### src/rtl/mm_pkg.sv
package mm_pkg;

  // Shape registers are 4 bits; row and column indices are 3 bits.
  localparam int CFG_W     = 4;
  localparam int CFG_IDX_W = 2;
  localparam int IDX_W     = 3;
  localparam int CNT_W     = 8;
  // Address width of the largest store (8 x 8 elements).
  localparam int ST_AW     = 6;

  localparam logic [CFG_IDX_W-1:0] REG_A_ROWS = 2'd0;
  localparam logic [CFG_IDX_W-1:0] REG_A_COLS = 2'd1;
  localparam logic [CFG_IDX_W-1:0] REG_B_ROWS = 2'd2;
  localparam logic [CFG_IDX_W-1:0] REG_B_COLS = 2'd3;

  localparam logic [CFG_W-1:0] DIM_RESET = 4'd8;

  // Controller to datapath.
  typedef struct packed {
    logic             wr_a;
    logic             wr_b;
    logic [ST_AW-1:0] wr_addr;
    logic             issue;
    logic [ST_AW-1:0] rd_a_addr;
    logic [ST_AW-1:0] rd_b_addr;
    logic             first;
    logic             last_k;
    logic [IDX_W-1:0] row;
    logic [IDX_W-1:0] col;
    logic             last_elem;
    logic             err_push;
  } cmd_t;

  // Datapath to controller.
  typedef struct packed {
    logic stall;
    logic busy;
    logic out_free;
  } status_t;

  // Tag that rides along the multiply-accumulate pipe.
  typedef struct packed {
    logic             valid;
    logic             first;
    logic             last_k;
    logic [IDX_W-1:0] row;
    logic [IDX_W-1:0] col;
    logic             last_elem;
  } tag_t;

endpackage

### src/rtl/mm_ram.sv
module mm_ram #(
  parameter int WIDTH = 16,
  parameter int DEPTH = 64
) (
  input  logic                                   clk,
  input  logic                                   we,
  input  logic [((DEPTH > 1) ? $clog2(DEPTH) : 1)-1:0] waddr,
  input  logic [WIDTH-1:0]                       wdata,
  input  logic                                   re,
  input  logic [((DEPTH > 1) ? $clog2(DEPTH) : 1)-1:0] raddr,
  output logic [WIDTH-1:0]                       rdata
);

  logic [WIDTH-1:0] mem_r [DEPTH];
  logic [WIDTH-1:0] rdata_r;

  always_ff @(posedge clk) begin
    if (we) begin
      mem_r[waddr] <= wdata;
    end
    if (re) begin
      rdata_r <= mem_r[raddr];
    end
  end

  assign rdata = rdata_r;

endmodule

### src/rtl/mm_ctrl.sv
module mm_ctrl #(
  parameter int MAX_DIM = 8
) (
  input  logic                          clk,
  input  logic                          rst_n,
  input  logic                          cfg_we,
  input  logic [mm_pkg::CFG_IDX_W-1:0]  cfg_index,
  input  logic [mm_pkg::CFG_W-1:0]      cfg_data,
  input  logic                          in_valid,
  output logic                          in_ready,
  output mm_pkg::cmd_t                  cmd,
  input  mm_pkg::status_t               status
);

  localparam logic [1:0] ST_LOAD  = 2'd0;
  localparam logic [1:0] ST_RUN   = 2'd1;
  localparam logic [1:0] ST_DRAIN = 2'd2;
  localparam logic [1:0] ST_ERR   = 2'd3;

  localparam int AW = mm_pkg::ST_AW;
  localparam int IW = mm_pkg::IDX_W;
  localparam int CW = mm_pkg::CFG_W;
  localparam int NW = mm_pkg::CNT_W;

  function automatic logic [CW-1:0] clamp_dim(input logic [CW-1:0] v);
    logic [CW-1:0] r;
    if (v == '0) begin
      r = CW'(1);
    end else if (v > CW'(MAX_DIM)) begin
      r = CW'(MAX_DIM);
    end else begin
      r = v;
    end
    return r;
  endfunction

  logic [1:0]    state_r, state_nxt;
  logic [CW-1:0] a_rows_r, a_cols_r, b_rows_r, b_cols_r;
  logic [NW-1:0] load_count_r, load_count_nxt;
  logic [IW-1:0] i_r, i_nxt, j_r, j_nxt, k_r, k_nxt;
  logic [AW-1:0] a_base_r, a_base_nxt, b_ptr_r, b_ptr_nxt;

  logic [CW-1:0] ar, ac, br, bc;
  logic [NW-1:0] asz, total, lc, lc_inc;
  logic          is_a, in_acc, k_end, j_end, i_end;

  always_comb begin
    ar     = clamp_dim(a_rows_r);
    ac     = clamp_dim(a_cols_r);
    br     = clamp_dim(b_rows_r);
    bc     = clamp_dim(b_cols_r);
    asz    = {4'b0, ar} * {4'b0, ac};
    total  = asz + ({4'b0, br} * {4'b0, bc});
    // A count left over from a larger shape restarts the run.
    lc     = (load_count_r >= total) ? '0 : load_count_r;
    lc_inc = lc + NW'(1);
    is_a   = lc < asz;
    k_end  = {1'b0, k_r} == (ac - CW'(1));
    j_end  = {1'b0, j_r} == (bc - CW'(1));
    i_end  = {1'b0, i_r} == (ar - CW'(1));
  end

  assign in_ready = state_r == ST_LOAD;
  assign in_acc   = in_valid && in_ready;

  always_comb begin
    state_nxt      = state_r;
    load_count_nxt = load_count_r;
    i_nxt          = i_r;
    j_nxt          = j_r;
    k_nxt          = k_r;
    a_base_nxt     = a_base_r;
    b_ptr_nxt      = b_ptr_r;

    cmd            = '0;
    cmd.wr_addr    = is_a ? lc[AW-1:0] : AW'(lc - asz);
    cmd.rd_a_addr  = a_base_r + AW'(k_r);
    cmd.rd_b_addr  = b_ptr_r;
    cmd.first      = k_r == '0;
    cmd.last_k     = k_end;
    cmd.row        = i_r;
    cmd.col        = j_r;
    cmd.last_elem  = i_end && j_end;

    unique case (state_r)
      ST_LOAD: begin
        if (in_acc) begin
          cmd.wr_a       = is_a;
          cmd.wr_b       = !is_a;
          load_count_nxt = lc_inc;
          if (lc_inc == total) begin
            load_count_nxt = '0;
            i_nxt          = '0;
            j_nxt          = '0;
            k_nxt          = '0;
            a_base_nxt     = '0;
            b_ptr_nxt      = '0;
            state_nxt      = (ac != br) ? ST_ERR : ST_RUN;
          end
        end
      end
      ST_RUN: begin
        if (!status.stall) begin
          cmd.issue = 1'b1;
          if (k_end) begin
            k_nxt = '0;
            if (j_end) begin
              j_nxt      = '0;
              b_ptr_nxt  = '0;
              a_base_nxt = a_base_r + AW'(ac);
              if (i_end) begin
                i_nxt     = '0;
                state_nxt = ST_DRAIN;
              end else begin
                i_nxt = i_r + IW'(1);
              end
            end else begin
              j_nxt     = j_r + IW'(1);
              b_ptr_nxt = AW'(j_r) + AW'(1);
            end
          end else begin
            k_nxt     = k_r + IW'(1);
            b_ptr_nxt = b_ptr_r + AW'(bc);
          end
        end
      end
      ST_DRAIN: begin
        if (!status.busy) begin
          state_nxt = ST_LOAD;
        end
      end
      ST_ERR: begin
        cmd.err_push = 1'b1;
        if (status.out_free) begin
          state_nxt = ST_LOAD;
        end
      end
      default: begin
        state_nxt = ST_LOAD;
      end
    endcase
  end

  always_ff @(posedge clk) begin
    if (!rst_n) begin
      state_r      <= ST_LOAD;
      a_rows_r     <= mm_pkg::DIM_RESET;
      a_cols_r     <= mm_pkg::DIM_RESET;
      b_rows_r     <= mm_pkg::DIM_RESET;
      b_cols_r     <= mm_pkg::DIM_RESET;
      load_count_r <= '0;
      i_r          <= '0;
      j_r          <= '0;
      k_r          <= '0;
      a_base_r     <= '0;
      b_ptr_r      <= '0;
    end else begin
      state_r      <= state_nxt;
      load_count_r <= load_count_nxt;
      i_r          <= i_nxt;
      j_r          <= j_nxt;
      k_r          <= k_nxt;
      a_base_r     <= a_base_nxt;
      b_ptr_r      <= b_ptr_nxt;
      if (cfg_we) begin
        unique case (cfg_index)
          mm_pkg::REG_A_ROWS: a_rows_r <= cfg_data;
          mm_pkg::REG_A_COLS: a_cols_r <= cfg_data;
          mm_pkg::REG_B_ROWS: b_rows_r <= cfg_data;
          mm_pkg::REG_B_COLS: b_cols_r <= cfg_data;
          default: ;
        endcase
      end
    end
  end

endmodule

### src/rtl/mm_datapath.sv
module mm_datapath #(
  parameter int MAX_DIM    = 8,
  parameter int ELEM_WIDTH = 16
) (
  input  logic                          clk,
  input  logic                          rst_n,
  input  mm_pkg::cmd_t                  cmd,
  output mm_pkg::status_t               status,
  input  logic signed [ELEM_WIDTH-1:0]  in_element_value,
  output logic                          out_valid,
  input  logic                          out_ready,
  output logic signed [2*ELEM_WIDTH+3:0] out_product_value,
  output logic [mm_pkg::IDX_W-1:0]      out_row,
  output logic [mm_pkg::IDX_W-1:0]      out_col,
  output logic                          out_last_of_run,
  output logic                          out_shape_error
);

  localparam int DEPTH = MAX_DIM * MAX_DIM;
  localparam int AW    = (DEPTH > 1) ? $clog2(DEPTH) : 1;
  localparam int EW    = ELEM_WIDTH;
  localparam int PW    = 2 * ELEM_WIDTH + 4;

  logic [EW-1:0]          a_rd, b_rd;
  mm_pkg::tag_t           s1_r, s2_r, acc_tag_r;
  logic signed [2*EW-1:0] prod_r;
  logic signed [PW-1:0]   acc_r;
  logic                   acc_done_r;
  logic                   adv, out_free;

  logic                   out_valid_r;
  logic signed [PW-1:0]   out_val_r;
  logic [mm_pkg::IDX_W-1:0] out_row_r, out_col_r;
  logic                   out_last_r, out_err_r;

  mm_ram #(.WIDTH(EW), .DEPTH(DEPTH)) u_a_ram (
    .clk   (clk),
    .we    (cmd.wr_a),
    .waddr (cmd.wr_addr[AW-1:0]),
    .wdata (in_element_value),
    .re    (cmd.issue),
    .raddr (cmd.rd_a_addr[AW-1:0]),
    .rdata (a_rd)
  );

  mm_ram #(.WIDTH(EW), .DEPTH(DEPTH)) u_b_ram (
    .clk   (clk),
    .we    (cmd.wr_b),
    .waddr (cmd.wr_addr[AW-1:0]),
    .wdata (in_element_value),
    .re    (cmd.issue),
    .raddr (cmd.rd_b_addr[AW-1:0]),
    .rdata (b_rd)
  );

  // Whole pipe freezes while a finished sum waits on a full output register.
  assign out_free = !out_valid_r || out_ready;
  assign adv      = !(acc_done_r && out_valid_r && !out_ready);

  assign status.stall    = !adv;
  assign status.busy     = s1_r.valid || s2_r.valid || acc_done_r;
  assign status.out_free = out_free;

  always_ff @(posedge clk) begin
    if (!rst_n) begin
      s1_r        <= '0;
      s2_r        <= '0;
      acc_done_r  <= 1'b0;
      out_valid_r <= 1'b0;
    end else begin
      if (adv) begin
        s1_r.valid     <= cmd.issue;
        s1_r.first     <= cmd.first;
        s1_r.last_k    <= cmd.last_k;
        s1_r.row       <= cmd.row;
        s1_r.col       <= cmd.col;
        s1_r.last_elem <= cmd.last_elem;
        s2_r           <= s1_r;
        acc_done_r     <= s2_r.valid && s2_r.last_k;
      end
      if (acc_done_r && out_free) begin
        out_valid_r <= 1'b1;
      end else if (cmd.err_push && out_free) begin
        out_valid_r <= 1'b1;
      end else if (out_ready) begin
        out_valid_r <= 1'b0;
      end
    end
  end

  always_ff @(posedge clk) begin
    if (adv) begin
      prod_r <= $signed(a_rd) * $signed(b_rd);
      if (s2_r.valid) begin
        acc_r     <= s2_r.first ? PW'(prod_r) : acc_r + PW'(prod_r);
        acc_tag_r <= s2_r;
      end
    end
    if (acc_done_r && out_free) begin
      out_val_r  <= acc_r;
      out_row_r  <= acc_tag_r.row;
      out_col_r  <= acc_tag_r.col;
      out_last_r <= acc_tag_r.last_elem;
      out_err_r  <= 1'b0;
    end else if (cmd.err_push && out_free) begin
      out_val_r  <= '0;
      out_row_r  <= '0;
      out_col_r  <= '0;
      out_last_r <= 1'b1;
      out_err_r  <= 1'b1;
    end
  end

  assign out_valid         = out_valid_r;
  assign out_product_value = out_val_r;
  assign out_row           = out_row_r;
  assign out_col           = out_col_r;
  assign out_last_of_run   = out_last_r;
  assign out_shape_error   = out_err_r;

endmodule

### src/rtl/matrix_multiply.sv
// Channel  | Direction | Beat contents
// ---------+-----------+------------------------------------------------------
// in_      | in        | in_element_value: Q8.8 element, A row-major then B
// out_     | out       | product_value Q20.16, out_row, out_col, last, error
// cfg_     | in        | cfg_index selects a_rows/a_cols/b_rows/b_cols
//
// Load: one element per cycle, in_ready high whenever the block is loading.
// Compute: one multiply-accumulate per cycle while the pipe is not stalled,
//   through the single read port of each store and the one multiplier; a run
//   then drains the MAC pipe and returns to loading.
// Reset is synchronous; the stores are not cleared and need no clearing pass.
// A stalled result freezes the MAC pipe; nothing is dropped.
module matrix_multiply #(
  parameter int MAX_DIM    = 8,
  parameter int ELEM_WIDTH = 16
) (
  input  logic                            clk,
  input  logic                            rst_n,
  // configuration
  input  logic                            cfg_we,
  input  logic [mm_pkg::CFG_IDX_W-1:0]    cfg_index,
  input  logic [mm_pkg::CFG_W-1:0]        cfg_data,
  // element input
  input  logic                            in_valid,
  output logic                            in_ready,
  input  logic signed [ELEM_WIDTH-1:0]    in_element_value,
  // product output
  output logic                            out_valid,
  input  logic                            out_ready,
  output logic signed [2*ELEM_WIDTH+3:0]  out_product_value,
  output logic [mm_pkg::IDX_W-1:0]        out_row,
  output logic [mm_pkg::IDX_W-1:0]        out_col,
  output logic                            out_last_of_run,
  output logic                            out_shape_error
);

  mm_pkg::cmd_t    cmd;
  mm_pkg::status_t status;

  // Controller: shape registers, load counter, i/j/k sweep and addresses.
  mm_ctrl #(.MAX_DIM(MAX_DIM)) u_ctrl (
    .clk       (clk),
    .rst_n     (rst_n),
    .cfg_we    (cfg_we),
    .cfg_index (cfg_index),
    .cfg_data  (cfg_data),
    .in_valid  (in_valid),
    .in_ready  (in_ready),
    .cmd       (cmd),
    .status    (status)
  );

  // Datapath: A/B stores, multiplier, accumulator and output register.
  mm_datapath #(.MAX_DIM(MAX_DIM), .ELEM_WIDTH(ELEM_WIDTH)) u_dp (
    .clk               (clk),
    .rst_n             (rst_n),
    .cmd               (cmd),
    .status            (status),
    .in_element_value  (in_element_value),
    .out_valid         (out_valid),
    .out_ready         (out_ready),
    .out_product_value (out_product_value),
    .out_row           (out_row),
    .out_col           (out_col),
    .out_last_of_run   (out_last_of_run),
    .out_shape_error   (out_shape_error)
  );

endmodule

### config.mk
export PLATFORM = sky130hd
export DESIGN_NAME = matrix_multiply
export DESIGN_NICKNAME = d
export VERILOG_FILES = /design/src/rtl/mm_pkg.sv /design/src/rtl/mm_ram.sv /design/src/rtl/mm_ctrl.sv /design/src/rtl/mm_datapath.sv /design/src/rtl/matrix_multiply.sv
export SDC_FILE = /design/constraint.sdc
export NUM_CORES = 2
export LEC_CHECK = 0
export BUFFER_PORTS_ARGS = -buffer_cell sky130_fd_sc_hd__buf_2
export CORE_AREA = 3 3 346 604
export CTS_BUF_LIST = sky130_fd_sc_hd__clkbuf_8
export DETAILED_ROUTE_END_ITERATION = 12
export DIE_AREA = 0 0 349 607
export GPL_ROUTABILITY_DRIVEN = 1
export PLACE_DENSITY = 0.65
export SETUP_SLACK_MARGIN = 0.4
export SYNTH_ARGS = -nofsm -noshare
export SYNTH_HDL_FRONTEND = slang
export SYNTH_HIERARCHICAL = 1
export SYNTH_SLANG_ARGS = --single-unit
export TNS_END_PERCENT = 50
### constraint.sdc
create_clock -name clk -period 13 [get_ports clk]
set_clock_uncertainty 0.05 [all_clocks]
set_input_delay 1.3 -clock clk [delete_from_list [all_inputs] [get_ports clk]]
set_output_delay 1.3 -clock clk [all_outputs]
set_load 0.02 [all_outputs]
* Yosys cells after proc, flatten, opt, wreduce, memory -nomap -nowiden
Memories as Yosys holds them, arrays and structs flattened. A register that Yosys moved wholly into a read port is not among the register bits.
Index checks and enable logic that the tools add are counted.
Widths: inputs -> output; s select.
** Cells by class
- Order comparisons :: 6
- Multiply operators :: 3
- Bitwise operators :: 1
- Add/sub/neg operators :: 14
- Equal/unequal tests :: 19
- Multiplexer cells :: 65
- Reduce and logical (&&, ||, !) cells :: 33
** Operators with widths (number)
- $mux 36 :: 3
- $mux 6 :: 9
- $mux 3 :: 14
- $add 36x32->36 :: 1
- $mul 16x16->32 :: 1
- $mux 4 :: 8
- $pmux 6 s2 :: 2
- $mux 2 :: 11
- $pmux 3 s2 :: 3
- $gt 4x4->1 const B :: 4
- $logic_not 4->1 :: 4
- $mul 4x4->8 :: 2
- $mux 8 :: 2
- $add 6x4->6 :: 2
- $eq 3x4->1 :: 3
- $mux 1 :: 12
- $reduce_and 2->1 :: 6
- $sub 4x1->4 const B :: 3
- $add 3x1->3 const B :: 3
- $add 8x1->8 const B :: 1
- $add 8x8->8 :: 1
- $eq 2x2->1 const B :: 4
- $eq 8x8->1 :: 1
- $ge 8x8->1 :: 1
- other kinds (21) :: 40
** Word-level totals
- Logic and storage cells :: 178
- Memory bits (writable) :: 2048
- Bits of input ports :: 27
- Bits in registers :: 188
- Output and inout bits :: 46
- Memories :: 2
** Memory list
- u_dp.u_a_ram.mem_r :: words 64, bits a word 16, read ports 1, clocked after memory_dff 1, write ports 1, RTL line mm_ram.sv:14 : logic [WIDTH-1:0] mem_r [DEPTH];
- u_dp.u_b_ram.mem_r :: words 64, bits a word 16, read ports 1, clocked after memory_dff 1, write ports 1, RTL line mm_ram.sv:14

* Depth between registers and ports, before layout
- Depth after elaboration :: 13
- Mapped depth :: 41
- Mapped depth without buffers :: 38

* By module
Netlist, hierarchy kept.
** Modules (own cells, without submodules)
- mm_ram at u_dp.u_b_ram :: instances 1, cells each 1829, area each 40202.3 um2
- mm_ram at u_dp.u_a_ram :: instances 1, cells each 1829, area each 40199.8 um2
- mm_datapath :: instances 1, cells each 1695, area each 16738.6 um2
- mm_ctrl :: instances 1, cells each 605, area each 4959.8 um2

* Worst setup path after synthesis
OpenSTA, ideal clock, no wires.
- Path type :: flip-flop to flip-flop
- Start point :: reg u_ctrl.a_cols_r[3]
- End point :: mem u_dp.u_b_ram.mem_r[49][0], enable pin
- Cell stages (with the launch flop) :: 39
- Arrival time :: 9714 ps
- Setup slack :: 2827 ps
- Path buffers :: 3
- Period minus slack after synthesis :: 10173 ps
- Data required time :: 12541 ps
- Cells stage by stage :: dfxtp_1 > clkbuf_1 > nand2b_1 > inv_2 > nand3_1 > fa_1 > inv_1 > fa_1 > fa_1 > a21o_2 > a21oi_1 > xor2_1 > fa_1 > inv_1 > ha_1 > buf_2 > and2_1 > o21a_1 > (+3 left out) > ha_1 > a21oi_1 > o21ai_1 > nor2_1 > nand2_1 > ha_1 > fa_1 > nor2b_1 > o21ai_0 > a21boi_0 > o21a_1 > o21a_1 > o21ai_0 > nand2b_1 > clkbuf_1 > mux2i_1 > nand4_1 > nor3_1
** RTL lines
- from (decl) :: RTL line mm_ctrl.sv:38 : logic [CW-1:0] a_rows_r, a_cols_r, b_rows_r, b_cols_r;
- from (signal assigned) :: RTL line mm_ctrl.sv:148 : a_cols_r <= mm_pkg::DIM_RESET;
- from (signal assigned) :: RTL line mm_ctrl.sv:168 : mm_pkg::REG_A_COLS: a_cols_r <= cfg_data;
- to (decl) :: RTL line mm_ram.sv:14

==> metrics.md <==
| Metric | Value |
|---|---|
| Synth Cell Area | ~100000 um^2 |
| Clk pwr share | between 30% and 40% |
| Worst path max stage delay | 0.97 ns |
| First-pass GRT wire length | approximately 380000 um |
| Post-synth EDFFs | 2198 |
| Unrepaired setup endpoints after global routing | false |
| Drt pass-1 iters | 9 |
| Routed vias/inst | about 6 |
| Worst hold path type | register to register |
| CTS tree | done |
| Final net count | ~6800 |
| Post_cts resized | 0 |
| Layout area overhead | 9.50% |
| Slew of the pin with the lowest slew margin | ~1.4 ns |
| Crit Path Class | register to register |
| Power Dens Cells | ~130 nW/um^2 |
| Max_slew headroom | under 10% |
| Sequential power share | between 50 and 60% |
| Worst Setup Start Kind | register |
| Sw frac | 23.7% |
| ANT nets after route | 0 |
| Final min period | about 12 ns |
| Die width | 349 um |
| Initial antenna violation count | 9 |
| Most frequent cells in the layout | edfxtp_1, inv_1, mux4_2 |
| H-Tree Depth | 5 |
| Worst vdd ir | between 70 and 80 uV |
| Crit-path max FO | 20 |
| Worst skew pair latency | 0.93 ns |
| Post-synth net total | around 6400 |
| Avg WL per Cell | 28.1 um |
| Internal | ~11000 uW |
| IO buf count | between 70 and 80 |
| LEAKAGE | between 0.03 and 0.04 uW |
| Setup violations, final | 0 |
| FP Rows | 220 |
| Synth Flop Type | edfxtp_1 |
| HPWL Detailed | between 150000 and 200000 um |
| Initial detailed-routing violation count | 4700 |
| Max Fclk | 86.9 MHz |
| IO Count | 73 |
| FF+latch count, synth | 2268 |
| Mapped Cells | just under 6000 |
| Vias in the first global route | 57225 |
| Core ar. | just over 200000 um^2 |
| Dpl ws | approximately 1.6 ns |
| Clk sinks | 2268 |
| Die Y-Extent | between 600 and 700 um |
| Reg clk slew, reported paths | 0.07 ns |
| Drt drc | 0 |
| Crit end category | register |
| Average instance area after synthesis | around 17 um^2 |
| CTS Buf Count | 326 |
| Via Count | between 50000 and 60000 |
| Overall Global Routing Usage | between 20% and 30% |
| # hold bufs at CTS | 0 |
| Setup ws final | approximately 1.5 ns |
| GPL Wtd Cong | 0.960 |
| Root Driver | clkbuf_8 |
| Share of cells above drive strength 1 | 19.5% |
| WP data arrival | between 10 and 15 ns |
| Total gr overflow | 0 |
| Post-synthesis sequential area ratio | 66.0% |
| WP data required | between 10 and 15 ns |
| R2R Path Start | u_ctrl/a_cols_r[3] |
| R2R depth | 38 |
| TNS Setup | 0 ns |
| Synth cell types | 106 |
| Warnings, synthesis | 6 |
| Final WL | approximately 260000 um |
| Combinational cell fraction of total power | slightly below 8% |
| Maxcap violations | 0 |
| Clock buffer depth | 4 |
| Setup Buffers After CTS | 0 |
| CP dominant cell by count | fa_1 |
| Commonest non-fill, non-tap cell in the layout | edfxtp_1 |
| Outcome | finished, final reports clean |
| R2R Setup Slk | around 1.5 ns |
| Psw | 3450 uW |
| Fraction of registers with async set or reset after synthesis | 0% |
| Slowest cell on crit path | nor2_1 |
| Worst r2r dst | u_dp/u_b_ram/mem_r[4][15] |
| Largest net degree at the start of global routing | 120 |
| Final Hold Fails | 0 |
| Worst Hold End | u_dp/acc_tag_r[5] |
| Initial Util | between 40% and 50% |
| HP Start | u_dp/s2_r[5] |
| Hold Crit Depth | 0 |
| Final Max Slew Viols | 0 |
| Period utilization | 88.5% |
| Die ar. | ~210000 um^2 |
## cells in the mapped netlist, drive strengths merged (14+ instances only)
cell type  number  share of area [%]
and3           53               0.33
edfxtp       2198                 65
dfxtp          70                1.4
nor3           21               0.11
a221oi         32               0.27
a21oi         118               0.59
mux4          448                9.9
fa            280                5.5
clkbuf        121               0.46
or3            14              0.091
ha            179                2.2
xor2           34               0.29
and2          147               0.90
o21ai          93               0.47
a31oi          37               0.23
nand2         379                1.4
nand2b         27               0.17
a22o           14               0.12
mux2i         197                1.9
mux2           59               0.65
inv           370                1.4
a211o          21               0.18
a311oi         21               0.19
a21boi         25               0.18
a211oi         26               0.20
nor2b          85               0.52
nor2          254               0.94
nand4          33               0.20
nand3          82               0.40
xnor2          65               0.56
buf           168                1.3
a21o           39               0.29
a22oi          79               0.58
## worst max-delay path by stage
stage                            start  depth (start not counted)                   endpoint
floorplan           u_ctrl/a_cols_r[3]                         38  u_dp/u_b_ram/mem_r[49][0]
global placement    u_ctrl/a_rows_r[3]                         39  u_dp/u_b_ram/mem_r[4][15]
detailed placement  u_ctrl/a_rows_r[3]                         39  u_dp/u_b_ram/mem_r[4][15]
CTS                 u_ctrl/a_cols_r[3]                         38  u_dp/u_b_ram/mem_r[4][15]
global route        u_ctrl/a_rows_r[3]                         39  u_dp/u_b_ram/mem_r[4][15]
finish              u_ctrl/a_cols_r[3]                         38  u_dp/u_b_ram/mem_r[4][15]
## final cells by class
| cell class | count | area [um^2] |
|---|---|---|
| antenna | 8 | 20.0 |
| clock buffer | 336 | 4620 |
| clock inverter | 238 | 1290 |
| fill | 15995 | 93300 |
| inverter | 371 | 1400 |
| multi-input combinational | 3030 | 31600 |
| sequential | 2268 | 67400 |
| tap | 2664 | 3330 |
| timing repair buffer | 288 | 2100 |
## worst max-delay path, delay by kind of cell, from the launching register on
| kind | cells | cell delay [ns] |
|---|---|---|
| muxes | 1 | 0.61 |
| and+or+nand+nor | 11 | 3.33 |
| adders and majority gates | 8 | 3.23 |
| xor gates and xnor gates | 1 | 0.47 |
| AOI/OAI and AO/OA | 12 | 2.26 |
| buffers and inverters | 5 | 0.76 |
| DFF | 1 | 0.42 |
## state kept, by name (all words and copies together), names as in the netlist, 6 cells and up
name and count:
u_dp/u_b_ram/rdata 16, u_dp/acc_tag_r 7, u_dp/u_a_ram/rdata 16, u_ctrl/b_ptr_r 6
u_dp/prod_r 32, u_ctrl/load_count_r 8, u_dp/acc_r 36, u_dp/s2_r 10
u_dp/u_b_ram/mem_r 1024, u_dp/u_a_ram/mem_r 1024, u_dp/s1_r 10, u_ctrl/a_base_r 6
u_dp/out_product_value 36
## metal layers
layer | share of wire, % | up-vias | global-route usage [%] | routed length (um)
li1 | - | 23576 | - | -
met1 | 34 | 28451 | 27.1 | 88500
met2 | 55 | 1714 | 45.3 | 141000
met3 | 4.7 | 550 | 3.23 | 12200
met4 | 6.3 | 2 | 13.9 | 16200
met5 | 0.0058 | - | 0 | 15
## power by group through the flow
stage	Sequential (uW)	Combinational, uW	Clock (uW)
4_1_cts	8170	1150	5400
3_5_place_dp	8320	1150	0
3_3_place_gp	8320	1130	0
2_1_floorplan	8290	746	0
5_1_grt	8160	1260	5720
6_report	8170	1150	5260
## metrics by stage
step,util (%),total power [uW],instance area [um^2],std cells,hold slack (ns)
final,54.5,14600,112000,9203,0.381
after global placement,51.6,9450,106000,8621,0.363
after detailed placement,51.6,9470,106000,8621,0.367
after CTS,54.5,14700,112000,9195,0.382
after floorplan,-,9040,102000,5958,0.358
after global routing,54.5,15100,112000,9198,0.394
## cell families after synthesis
logic type / synth area share (%)
xor+xnor: 0.873
buf+inv: 3.12
fa+ha+maj: 7.68
mux: 12.5
simple gates: 5.56
compound gates: 4.25
flops: 66.0
Power figures use the tool's default switching activity.
